--- src/sv/flr_pkg.sv ---
`timescale 1ns / 1ps
// ----------------------------------------------------------------------------
// flr_pkg
// Shared constants and types of the fixed-point line rasterizer.
// ----------------------------------------------------------------------------
package flr_pkg;

    localparam int DEF_COORD_BITS = 6;
    localparam int DEF_FRAC_BITS  = 16;
    localparam int COLOR_BITS     = 8;

    // Operation select of the shared adder/subtractor.
    typedef logic t_alu_op;
    localparam t_alu_op ALU_ADD = 1'b0;
    localparam t_alu_op ALU_SUB = 1'b1;

endpackage

--- src/sv/flr_alu.sv ---
`timescale 1ns / 1ps
// ----------------------------------------------------------------------------
// flr_alu
// Shared adder/subtractor, used for the slope division and the accumulator.
// ----------------------------------------------------------------------------
module flr_alu
    import flr_pkg::*;
#(
    parameter int W = DEF_COORD_BITS + DEF_FRAC_BITS + 1
) (
    input  t_alu_op        i_op,
    input  logic [W-1:0]   i_a,
    input  logic [W-1:0]   i_b,
    output logic [W-1:0]   o_res
);

    logic         w_sub;
    logic [W-1:0] w_b_inv;

    // One carry chain: subtraction adds the inverted operand plus one.
    assign w_sub   = (i_op == ALU_SUB);
    assign w_b_inv = i_b ^ {W{w_sub}};
    assign o_res   = i_a + w_b_inv + W'(w_sub);

endmodule

--- src/sv/fixed_point_line_rasterizer_top.sv ---
`timescale 1ns / 1ps
// ----------------------------------------------------------------------------
// fixed_point_line_rasterizer_top
// DDA line rasterizer: one line request in, one pixel word per step out.
// ----------------------------------------------------------------------------
// Channel  Dir  Word contents (low bits first)
// s_axis   in   x_start, y_start, x_end, y_end, pen_color
// m_axis   out  pixel_x, pixel_y, pixel_color; tlast = last_pixel
//
// A line is taken in the idle state, then restoring division finds the slope
// (FRAC_BITS+1 quotient bits, 17 by default, skipped for a single point);
// then the sequencer emits |long|+1 pixels, one per cycle while the output
// is not stalled. Both phases run through the one shared adder. A stalled
// output holds the sequencer in place.
// The input is ready only when the sequencer is idle; the output register
// lets a new line be taken while the last pixel still waits.
// Reset clears the sequencer and the output valid flag.
// ----------------------------------------------------------------------------
module fixed_point_line_rasterizer_top
    import flr_pkg::*;
#(
    parameter int COORD_BITS = DEF_COORD_BITS,
    parameter int FRAC_BITS  = DEF_FRAC_BITS,
    localparam int IN_W        = 4 * COORD_BITS + COLOR_BITS,
    localparam int IN_TDATA_W  = ((IN_W + 7) / 8) * 8,
    localparam int OUT_W       = 2 * COORD_BITS + COLOR_BITS,
    localparam int OUT_TDATA_W = ((OUT_W + 7) / 8) * 8
) (
    input  logic                   i_clk,
    input  logic                   i_rst_n,
    input  logic                   i_s_tvalid,
    output logic                   o_s_tready,
    // x_start, y_start, x_end, y_end, pen_color
    input  logic [IN_TDATA_W-1:0]  i_s_tdata,
    output logic                   o_m_tvalid,
    input  logic                   i_m_tready,
    // pixel_x, pixel_y, pixel_color
    output logic [OUT_TDATA_W-1:0] o_m_tdata,
    output logic                   o_m_tlast
);

    localparam int C     = COORD_BITS;
    localparam int F     = FRAC_BITS;
    localparam int ACC_W = C + F;
    localparam int ALU_W = C + F + 1;
    localparam int CNT_W = $clog2(F + 1);

    localparam logic [1:0] ST_IDLE = 2'd0;
    localparam logic [1:0] ST_DIV  = 2'd1;
    localparam logic [1:0] ST_EMIT = 2'd2;

    logic [1:0]            r_state, n_state;
    logic [C-1:0]          r_len, n_len;
    logic [C:0]            r_rem, n_rem;
    logic [F:0]            r_q, n_q;
    logic [CNT_W-1:0]      r_cnt, n_cnt;
    logic [ACC_W-1:0]      r_acc, n_acc;
    logic [C-1:0]          r_major, n_major;
    logic [C-1:0]          r_left, n_left;
    logic                  r_ymaj, n_ymaj;
    logic                  r_dec, n_dec;
    logic                  r_neg_short, n_neg_short;
    logic [COLOR_BITS-1:0] r_color, n_color;

    logic                  r_out_valid;
    logic [C-1:0]          r_px, r_py;
    logic [COLOR_BITS-1:0] r_pcolor;
    logic                  r_plast;

    logic [C-1:0]          w_xs, w_ys, w_xe, w_ye;
    logic [COLOR_BITS-1:0] w_color;
    logic signed [C:0]     w_dx, w_dy, w_long, w_short;
    logic [C-1:0]          w_adx, w_ady;
    logic                  w_ymaj, w_accept, w_load;
    logic [C-1:0]          w_minor;

    t_alu_op               w_op;
    logic [ALU_W-1:0]      w_a, w_b, w_res;
    logic                  w_ge;

    assign w_xs    = i_s_tdata[0 +: C];
    assign w_ys    = i_s_tdata[C +: C];
    assign w_xe    = i_s_tdata[2*C +: C];
    assign w_ye    = i_s_tdata[3*C +: C];
    assign w_color = i_s_tdata[4*C +: COLOR_BITS];

    assign w_dx    = $signed({1'b0, w_xe}) - $signed({1'b0, w_xs});
    assign w_dy    = $signed({1'b0, w_ye}) - $signed({1'b0, w_ys});
    assign w_adx   = w_dx[C] ? C'(-w_dx) : w_dx[C-1:0];
    assign w_ady   = w_dy[C] ? C'(-w_dy) : w_dy[C-1:0];
    assign w_ymaj  = (w_ady > w_adx);
    assign w_long  = w_ymaj ? w_dy : w_dx;
    assign w_short = w_ymaj ? w_dx : w_dy;

    assign o_s_tready = (r_state == ST_IDLE);
    assign w_accept   = i_s_tvalid && o_s_tready;
    assign w_load     = (r_state == ST_EMIT) && (!r_out_valid || i_m_tready);

    // Division compares remainder against |long|; emission steps the accumulator
    // by the slope magnitude, whose sign follows the minor difference.
    always_comb begin
        if (r_state == ST_DIV) begin
            w_op = ALU_SUB;
            w_a  = ALU_W'(r_rem);
            w_b  = ALU_W'(r_len);
        end else begin
            w_op = r_neg_short ? ALU_SUB : ALU_ADD;
            w_a  = ALU_W'(r_acc);
            w_b  = ALU_W'(r_q);
        end
    end

    flr_alu #(
        .W (ALU_W)
    ) u_alu (
        .i_op  (w_op),
        .i_a   (w_a),
        .i_b   (w_b),
        .o_res (w_res)
    );

    assign w_ge    = !w_res[ALU_W-1];
    assign w_minor = r_acc[F +: C];

    always_comb begin
        n_state     = r_state;
        n_len       = r_len;
        n_rem       = r_rem;
        n_q         = r_q;
        n_cnt       = r_cnt;
        n_acc       = r_acc;
        n_major     = r_major;
        n_left      = r_left;
        n_ymaj      = r_ymaj;
        n_dec       = r_dec;
        n_neg_short = r_neg_short;
        n_color     = r_color;
        unique case (r_state)
            ST_IDLE: begin
                if (w_accept) begin
                    n_ymaj      = w_ymaj;
                    n_len       = w_ymaj ? w_ady : w_adx;
                    n_left      = w_ymaj ? w_ady : w_adx;
                    n_rem       = {1'b0, (w_ymaj ? w_adx : w_ady)};
                    n_dec       = w_long[C];
                    n_neg_short = w_short[C];
                    n_major     = w_ymaj ? w_ys : w_xs;
                    n_acc       = {(w_ymaj ? w_xs : w_ys), 1'b1, {(F-1){1'b0}}};
                    n_color     = w_color;
                    n_q         = '0;
                    n_cnt       = CNT_W'(F);
                    n_state     = (w_long == '0) ? ST_EMIT : ST_DIV;
                end
            end
            ST_DIV: begin
                n_q   = {r_q[F-1:0], w_ge};
                n_rem = {(w_ge ? w_res[C-1:0] : r_rem[C-1:0]), 1'b0};
                n_cnt = r_cnt - CNT_W'(1);
                if (r_cnt == '0) begin
                    n_state = ST_EMIT;
                end
            end
            ST_EMIT: begin
                if (w_load) begin
                    n_acc   = w_res[ACC_W-1:0];
                    n_major = r_dec ? (r_major - C'(1)) : (r_major + C'(1));
                    n_left  = r_left - C'(1);
                    if (r_left == '0) begin
                        n_state = ST_IDLE;
                    end
                end
            end
            default: begin
                n_state = ST_IDLE;
            end
        endcase
    end

    always_ff @(posedge i_clk) begin
        if (!i_rst_n) begin
            r_state     <= ST_IDLE;
            r_out_valid <= 1'b0;
        end else begin
            r_state <= n_state;
            if (w_load) begin
                r_out_valid <= 1'b1;
            end else if (i_m_tready) begin
                r_out_valid <= 1'b0;
            end
        end
    end

    always_ff @(posedge i_clk) begin
        r_len       <= n_len;
        r_rem       <= n_rem;
        r_q         <= n_q;
        r_cnt       <= n_cnt;
        r_acc       <= n_acc;
        r_major     <= n_major;
        r_left      <= n_left;
        r_ymaj      <= n_ymaj;
        r_dec       <= n_dec;
        r_neg_short <= n_neg_short;
        r_color     <= n_color;
        if (w_load) begin
            r_px     <= r_ymaj ? w_minor : r_major;
            r_py     <= r_ymaj ? r_major : w_minor;
            r_pcolor <= r_color;
            r_plast  <= (r_left == '0);
        end
    end

    assign o_m_tvalid = r_out_valid;
    assign o_m_tdata  = OUT_TDATA_W'({r_pcolor, r_py, r_px});
    assign o_m_tlast  = r_plast;

`ifndef NO_ASSERTIONS
    // A single-point line skips the divider.
    a_point_skips_div: assert property (@(posedge i_clk) disable iff (!i_rst_n)
        (w_accept && w_xs == w_xe && w_ys == w_ye) |=> (r_state == ST_EMIT))
        else $error("single-point line entered the divider");

    // The slope magnitude never exceeds one whole unit.
    a_slope_bound: assert property (@(posedge i_clk) disable iff (!i_rst_n)
        (r_state == ST_DIV && r_cnt == '0) |=> (r_q <= (F+1)'(1) << F))
        else $error("slope quotient out of range");

    // The final pixel loaded returns the sequencer to idle with tlast set.
    a_last_to_idle: assert property (@(posedge i_clk) disable iff (!i_rst_n)
        (w_load && r_left == '0) |=> (r_state == ST_IDLE && o_m_tlast && o_m_tvalid))
        else $error("final pixel did not close the line");
`endif

endmodule
--- config.mk ---
export PLATFORM = sky130hd
export DESIGN_NAME = fixed_point_line_rasterizer_top
export DESIGN_NICKNAME = d
export VERILOG_FILES = /design/src/sv/flr_pkg.sv /design/src/sv/flr_alu.sv /design/src/sv/fixed_point_line_rasterizer_top.sv
export SDC_FILE = /design/constraint.sdc
export NUM_CORES = 1
export LEC_CHECK = 0
export BUFFER_PORTS_ARGS = -buffer_cell sky130_fd_sc_hd__clkbuf_2
export CAP_MARGIN = 10
export CORE_ASPECT_RATIO = 1.4
export CORE_MARGIN = 5
export CORE_UTILIZATION = 40
export DETAILED_ROUTE_END_ITERATION = 10
export GPL_TIMING_DRIVEN = 0
export RECOVER_POWER = 25
export SYNTH_ARGS = -nofsm -noshare
export SYNTH_HDL_FRONTEND = slang
export SYNTH_SLANG_ARGS = --single-unit
--- constraint.sdc ---
create_clock -name i_clk -period 8.6 [get_ports i_clk]
set_clock_uncertainty 0.1 [all_clocks]
set_input_delay 0.86 -clock i_clk [delete_from_list [all_inputs] [get_ports i_clk]]
set_output_delay 0.86 -clock i_clk [all_outputs]
set_load 0.005 [all_outputs]
## Word-level counts from Yosys, hierarchy flattened

Index checks and enable logic that the tools add are counted.

| operators by class | value |
|---|---|
| $add $sub $neg | 10 |
| order comparisons | 1 |
| equality and inequality tests | 6 |
| mux-type cells | 39 |
| bitwise operators | 1 |
| reduce and logical (&&, ||, !) cells | 16 |

Operator list:

| kind | number |
|---|---|
| $mux 6 | 14 |
| $mux 22 | 3 |
| $pmux 22 s2 | 1 |
| $mux 17 | 2 |
| $pmux 17 s2 | 1 |
| $pmux 6 s2 | 2 |
| $add 22x23->23 | 1 |
| $add 23x1->23 | 1 |
| $xor 17x23->23 | 1 |
| $mux 7 | 3 |
| $pmux 7 s2 | 1 |
| $sub 6x6->7 | 2 |
| $neg 6->6 | 2 |
| $sub 6x1->6 const B | 2 |
| $mux 2 | 5 |
| $pmux 5 s2 | 1 |
| $logic_not 7->1 | 1 |
| $add 6x1->6 const B | 1 |
| $gt 6x6->1 | 1 |
| $logic_not 6->1 | 1 |
| $ne 2x1->1 const B | 3 |
| $pmux 2 s3 | 1 |
| $reduce_bool 2->1 | 3 |
| $logic_not 5->1 | 1 |
| other kinds (13) | 19 |

| word-level totals | value |
|---|---|
| register bits after elaboration | 104 |
| bits of input ports | 36 |
| output and inout port bits | 27 |
| logic and storage cells | 90 |

## Logic depth before layout (Yosys ltp)

Gate-level depths: netlist of run 1.

| logic depth | value |
|---|---|
| word-level depth | 9 |
| depth in mapped cells | 21 |
| depth with buffers taken out | 18 |

## Cells and area by module

A second synthesis of run 1 with hierarchy kept.

| unflattened totals | value |
|---|---|
| cell total of the unflattened synthesis | 714 |
| area, all modules | 7243.2 µm² |

By module, submodules not included:

| module | instances | cells each | area an instance (µm²) | seq. area each (µm²) |
|---|---|---|---|---|
| fixed_point_line_rasterizer_top | 1 | 550 | 5926.9 | 3093.0 |
| flr_alu | 1 | 164 | 1316.3 | 0.0 |

## Least setup slack after synthesis of run 1

Ideal clock, no wire load.

| timing path | value |
|---|---|
| path type | input -> register |
| start point | input port i_s_tdata[18] |
| end point | register r_rem[3] (data pin) |
| library setup time | 0.267 ns |
| arrival | 4.347 ns |
| data required time | 8.233 ns |
| setup slack | 3.887 ns |
| stages on the path | 19 |
| path buffers | 3 |
| cells stage by stage | inv_1 > ha_1 > fa_1 > nand2b_1 > a21oi_1 > a21oi_1 > o311ai_0 > xnor2_1 > ha_1 > and4_1 > and3_1 > or2_1 > buf_4 > inv_2 > buf_2 > buf_1 > nand2_1 > o211ai_1 > o21ai_0 |

| between the ends | value |
|---|---|
| word-level cells in the longest chain between the ends | 7 |

Ends and longest elaborated chain:

| what | RTL line | source |
|---|---|---|
| start: declaration | fixed_point_line_rasterizer_top.sv:34 | `input logic [IN_TDATA_W-1:0] i_s_tdata,` |
| $sub 6x6->7 (*) | fixed_point_line_rasterizer_top.sv:88 | `assign w_dy = $signed({1'b0, w_ye}) - $signed({1'b0, w_ys});` |
| $neg 6->6 | fixed_point_line_rasterizer_top.sv:90 | `assign w_ady = w_dy[C] ? C'(-w_dy) : w_dy[C-1:0];` |
| $mux 6 (*) | fixed_point_line_rasterizer_top.sv:90 |  |
| $gt 6x6->1 (*) | fixed_point_line_rasterizer_top.sv:91 | `assign w_ymaj = (w_ady > w_adx);` |
| via w_ymaj | fixed_point_line_rasterizer_top.sv:74 | `logic w_ymaj, w_accept, w_load;` |
| $mux 6 (*) | fixed_point_line_rasterizer_top.sv:144 | `n_rem = {1'b0, (w_ymaj ? w_adx : w_ady)};` |
| $mux 7 (*) | fixed_point_line_rasterizer_top.sv:140 | `if (w_accept) begin` |
| $pmux 7 s2 (*) | fixed_point_line_rasterizer_top.sv:138 | `unique case (r_state)` |
| via n_rem[3] | fixed_point_line_rasterizer_top.sv:54 | `logic [C:0] r_rem, n_rem;` |
| end signal: assignment | fixed_point_line_rasterizer_top.sv:195 | `r_rem <= n_rem;` |
| end: declaration | fixed_point_line_rasterizer_top.sv:54 |  |

Mark *: on every way through the listed nets, which the timed path passes. The rest lies on a longest branch. The select of a mux whose other input is x is not followed.
A chain may end at the register's enable or synchronous reset.

## Worst setup path after layout of run 1

| timing path | value |
|---|---|
| start point | input port i_s_tdata[0] |
| end point | register r_rem[3] (data pin) |

| between the ends | value |
|---|---|
| word-level cells in the longest chain between the ends | 7 |

Ends and longest elaborated chain:

| what | RTL line | source |
|---|---|---|
| $sub 6x6->7 (*) | fixed_point_line_rasterizer_top.sv:87 | `assign w_dx = $signed({1'b0, w_xe}) - $signed({1'b0, w_xs});` |
| $neg 6->6 | fixed_point_line_rasterizer_top.sv:89 | `assign w_adx = w_dx[C] ? C'(-w_dx) : w_dx[C-1:0];` |
| $mux 6 (*) | fixed_point_line_rasterizer_top.sv:89 |  |
| $gt 6x6->1 (*) | fixed_point_line_rasterizer_top.sv:91 |  |
| via w_ymaj | fixed_point_line_rasterizer_top.sv:74 |  |
| $mux 6 (*) | fixed_point_line_rasterizer_top.sv:144 |  |
| $mux 7 (*) | fixed_point_line_rasterizer_top.sv:140 |  |
| $pmux 7 s2 (*) | fixed_point_line_rasterizer_top.sv:138 |  |
| via n_rem[3] | fixed_point_line_rasterizer_top.sv:54 |  |

Marks and branches as above.

==> results of run 1 <==
[final timing paths]
check / cells past startpoint / start / slack [ns] / endpoint
max: 21 / i_s_tdata[0] / 3.32 / r_rem[3]
min: 0 / r_color[6] / 0.32 / r_pcolor[6]
max reg2reg: 12 / r_state[1] / 4.26 / r_rem[5]
min reg2reg: 0 / r_color[6] / 0.32 / r_pcolor[6]
[registers in the layout, indices dropped and copies added, names as in the netlist]
register,cells
r_left,6
r_rem,7
r_q,17
r_dec,1
r_pcolor,8
r_state,2
r_acc,22
r_px,6
o_m_tlast,1
r_major,6
r_cnt,5
o_m_tvalid,1
r_ymaj,1
r_len,6
r_neg_short,1
r_py,6
r_color,8
[area by class of cell]
class / instances / area [sq um]
Sequential cell: 104 / 3090
Multi-Input combinational cell: 550 / 3780
Buffer: 32 / 143
Fill cell: 1730 / 9470
Inverter: 36 / 135
Timing Repair Buffer: 58 / 279
Clock inverter: 7 / 56.3
Clock buffer: 9 / 225
Tap cell: 236 / 295
[per-layer routing]
metal	part of all wire, %	vias to the layer above	GRT usage, %	wire length [um]
li1	-	2724	-	-
met1	43	2561	20.5	7270
met2	52	103	30.4	8890
met3	3.0	20	2.38	515
met4	2.0	0	4.82	335
met5	0	-	0	0
[worst register-to-register path, cell delays in order (launching register included)]
cell      delay [ns]
dfxtp_1         0.50
nand2b_1        0.18
clkbuf_1        0.36
clkbuf_1        0.38
o21ai_0         0.23
fa_1            0.49
a211oi_1        0.32
o211ai_1        0.22
a21boi_2        0.28
a31oi_1         0.21
a21oi_4         0.39
mux2i_1         0.14
a221oi_1        0.33
[through the flow]
step,cells,utilization (%)
floorplan,722,-
global placement,1016,44.2
detailed placement,1016,44.3
CTS,1032,45.9
global route,1032,45.8
finish,1032,45.8
[power groups by stage]
stage / clock network [mW] / logic (mW) / registers [mW]
finish: 0.401 / 1.53 / 0.831
global route: 0.428 / 1.72 / 0.846
CTS: 0.406 / 1.54 / 0.832
detailed placement: 0 / 1.52 / 0.842
global placement: 0 / 1.52 / 0.842
floorplan: 0 / 1.18 / 0.816
[placed cells by master, fill, tap and decap left out, types with 29 or more instances in the layout]
master,instances
ha_1,48
a21oi_1,44
edfxtp_1,101
nor2_1,58
inv_1,35
and2_1,31
o21ai_0,46
clkbuf_2,49
clkbuf_1,29
xnor2_1,38
nand2_1,72
[logic make-up after synthesis]
group	synth area share, %
compound gates	15.2
xor+xnor	7.25
fa+ha+maj	9.55
buf+inv	3.90
flops	43.4
mux	4.19
other cells	0.0526
simple gates	16.4
==> flow_summary.toml, run 1 <==
[outcome]
outcome = "finished clean"

[sta]
fmax_ghz = 0.189
max_slew.worst_pin.slew_ns = 1.07
hold_viol_final = 0
slew_headroom_pct = 28.8
finalCriticalPeriod_ns = 5.28
tns_ns = 0
fin_crit_sh_pct = 61.4
rsz0062_at_grt = "no"
fin_ws_ns = 3.32
drv_slew = 0
setup_violations = 0
timing.hold.ws_ns = 0.324

[power_and_ir_drop]
seqPwrFrac_pct = 30.0
finalPower_mw = 2.77
clock_power_share_pct = 14.5
p_int_mw = 1.59
ir_drop_mv = 0.117
p_leak_nw = 3.22
pwr-share-comb_pct = 55.5
switching_power_mw = 1.18
p_per_area_nw_per_um2 = 345
p_sw_share_pct = 42.6

[synth]
synth_commonest_cells = "edfxtp_1 (101), nand2_1 (72), nor2_1 (59)"
synthFlopType = "edfxtp_1"
postSynth.asyncResetShare_pct = 0
ys_top_cells_by_area = "edfxtp_1 (43%), ha_1 (8.4%), xnor2_1 (4.7%)"
synth_top_area_share_pct = 42.5
synthCells = 719
yosysMostFrequentCell = "edfxtp_1"
yosys_warnings = 0
syn_area_sq_um = 7130
synth_edf_count = 101
synth_seq_area_share_pct = 43.4
yosys.area.top_type = "edfxtp_1"
avgSynthCellArea_sq_um = 9.92
synth-seq-cells = 104
yosysUniqueCellTypes = 64

[layout]
design_area_sq_um = 8000
antenna_cells = 0
layout-drive-gt1-share_pct = 12.7
area_delta_synth_final_pct = 12.3
fin_nets = 879

[clock_network]
cts_resized = 0
clockBufferDepth = 2
cts_setup_buffers = 0
clkSinkCount = 104
cts_hold_buf = 0
cts_tree = "done"
path_clk_slew_ns = 0.08
clockRootBuffer = "clkbuf_16"
clock_latency_ns = 0.35
cts_buffers = 9
htree_num_levels = 3

[flow_run]
max_cap_viol_count = 0

[detailed_routing]
wire_per_inst_um = 16.5
drc = 0
vias = 5408
initialDrtViolationCount = 270
drt_first_pass_iters = 5
drt_wl_total_um = 17000
detail_route.vias_per_cell = 5.24
antenna_left = 0

[critical_path]
cp-start-kind = "input port"
path_delay_family = "adder cells"
arrival_ns = 5.26
cp_data_required_time_ns = 8.58
crit_chain = "clkbuf_2, ha_1, fa_1, ha_1, nand2_1, a211o_1, o311a_1, xor2_1, mux2i_1, inv_1, ha_1, and4_1, and3_1, or2_1, buf_4, inv_2, buf_2, buf_1, nand2_1, o211ai_1, o21ai_0"
max_stage_delay_ns = 0.54
crit_path_frequent_cell = "ha_1"
path_buf_inv = 6
crit_slowest_cell = "fa_1"
path_class = "input port to register"
path_max_fanout = 10
critPathCaptureType = "register"

[global_route]
grt_max_degree = 35
antenna_found_initial = 0
overflow = 0
grt_pass1_wl_um = 27500
grt_pass1_vias = 5410
grt_usage_pct = 16.8

[die]
core_sq_um = 17500
rows = 57
start_util_pct = 40.8
die_w_um = 123
die_h_um = 168
die-area_sq_um = 20600
num_io_pins = 63

[placed_design]
portBuffers = 58
dpl.hpwl_um = 13100
pre_cts_slack_ns = 2.98
placed_cell_area_sq_um = 7730
gp_congestion = 0.875

[worst_hold_path]
hold_class = "register to register"
No activity file was read; power rests on OpenSTA's default activity.
==> run 2: changes to the inputs <==
==> constraint.sdc (replaced) <==
create_clock -name i_clk -period 5.1 [get_ports i_clk]
set_clock_uncertainty 0.1 [all_clocks]
set_input_delay 0.51 -clock i_clk [delete_from_list [all_inputs] [get_ports i_clk]]
set_output_delay 0.51 -clock i_clk [all_outputs]
set_load 0.005 [all_outputs]
==> flow_summary.toml, run 2 (same netlist as run 1, synthesis figures left out) <==
[layout]
layout-drive-gt1-share_pct = 11.7
antenna_cells = 0
top_register = "r_acc"
design_area_sq_um = 7990
nFillCells = 1728
utilization_pct = 45.8
reg_top3 = "r_acc (22), r_q (17)"
fin_nets = 879
final_cell_mix = "edfxtp_1 (101), nand2_1 (72), nor2_1 (58), ha_1 (48), o21ai_0 (46)"
final_common_cell = "edfxtp_1"
largest_reg_flops = 22
area_delta_synth_final_pct = 12.1

[critical_path]
critPathCaptureType = "register"
crit_path_frequent_cell = "ha_1"
max_stage_delay_ns = 0.54
crit_chain = "clkbuf_2, ha_1, fa_1, ha_1, nand2_1, a211o_1, o311a_1, xor2_1, mux2i_1, inv_1, ha_1, and4_1, a221oi_2, or2_1, buf_4, inv_2, buf_2, nor4_1, a31oi_1, a31o_1"
crit_slowest_cell = "fa_1"
path_max_fanout = 10
cp-start-kind = "input port"
cp_data_required_time_ns = 5.25
arrival_ns = 5.02
path_class = "input port to register"

[detailed_routing]
drc = 0
initialDrtViolationCount = 286
detail_route.vias_per_cell = 5.27
drt_wl_total_um = 17100
vias = 5437
antenna_left = 0
wire_per_inst_um = 16.6
drt_first_pass_iters = 5

[clock_network]
clockRootBuffer = "clkbuf_16"
clock_latency_ns = 0.35
clkSinkCount = 104
cts_tree = "done"
cts_buffers = 9
path_clk_slew_ns = 0.08
htree_num_levels = 3
cts_resized = 0
clockBufferDepth = 2
cts_setup_buffers = 0
cts_hold_buf = 0

[placed_design]
gp_congestion = 0.875
dpl.hpwl_um = 13100
portBuffers = 58
placed_cell_area_sq_um = 7730

[outcome]
outcome = "finished clean"

[flow_run]
max_cap_viol_count = 0

[worst_hold_path]
hold_class = "input port to register"

[global_route]
antenna_found_initial = 0
grt_usage_pct = 16.8
overflow = 0
grt_max_degree = 35
grt_pass1_wl_um = 27500
grt_pass1_vias = 5410

[die]
start_util_pct = 40.8
rows = 57
num_io_pins = 63
core_sq_um = 17500
die-area_sq_um = 20600
die_w_um = 123
die_h_um = 168

[sta]
setup_violations = 0
fin_crit_sh_pct = 95.4
hold_viol_final = 0
drv_slew = 0
fmax_ghz = 0.206
finalCriticalPeriod_ns = 4.87
slew_headroom_pct = 28.3
rsz0062_at_grt = "no"
max_slew.worst_pin.slew_ns = 1.08

[power_and_ir_drop]
ir_drop_mv = 0.196
p_leak_nw = 3.21
p_per_area_nw_per_um2 = 584
finalPower_mw = 4.67
## run 2: cell types whose count changed in the layout (fill, tap and decap cells not counted), sizes merged
cell,change
clkbuf,+1
buf,-1
## run 2: worst paths after layout
path	slack, ns	cells past startpoint	from	endpoint
hold reg to reg	0.32	0	r_color[6]	r_pcolor[6]
setup reg to reg	0.76	12	r_state[1]	r_rem[5]
hold / removal	0.23	1	i_s_tdata[24]	r_color[0]
setup / recovery	0.23	20	i_s_tdata[0]	r_state[0]
## run 2: report_power, final
| group | internal [mW] | switching, mW |
|---|---|---|
| clock network | 0.337 | 0.340 |
| logic | 1.07 | 1.53 |
| registers | 1.28 | 0.126 |
| total | 2.68 | 1.99 |
## run 2: per-stage QoR
stage               instances  setup slack [ns]  hold slack [ns]  setup TNS (ns)
CTS                      1032             0.168            0.219               0
global route             1032            0.0368            0.207               0
global placement         1016            -0.177            0.300          -0.882
finish                   1032             0.235            0.226               0
floorplan                 722             0.737            0.300               0
detailed placement       1016            -0.174            0.307          -0.760
## run 2: metal layers
metal	GRT usage (%)	up-vias	share of wire [%]
met5	0	-	0
met2	30.4	103	52
li1	-	2725	-
met1	20.5	2588	43
met3	2.38	21	3.0
met4	4.82	0	1.9
## run 2: cell type report
type	instances	area, sq um	area share [%]
Tap cell	236	295	3.69
Inverter	36	135	1.69
Clock inverter	7	56.3	0.704
Sequential cell	104	3090	38.7
Multi-Input combinational cell	550	3780	47.3
Buffer	32	144	1.80
Clock buffer	9	225	2.82
Timing Repair Buffer	58	268	3.35
## run 2: worst max-delay path, delay by kind of cell
kind | cells | cell delay [ns]
AO/OA/AOI/OAI | 5 | 1.25
buffers and inverters | 5 | 0.65
adder cells (fa/ha/maj) | 4 | 1.33
multiplexers | 1 | 0.32
AND/OR/NAND/NOR | 4 | 0.79
XOR/XNOR | 1 | 0.16
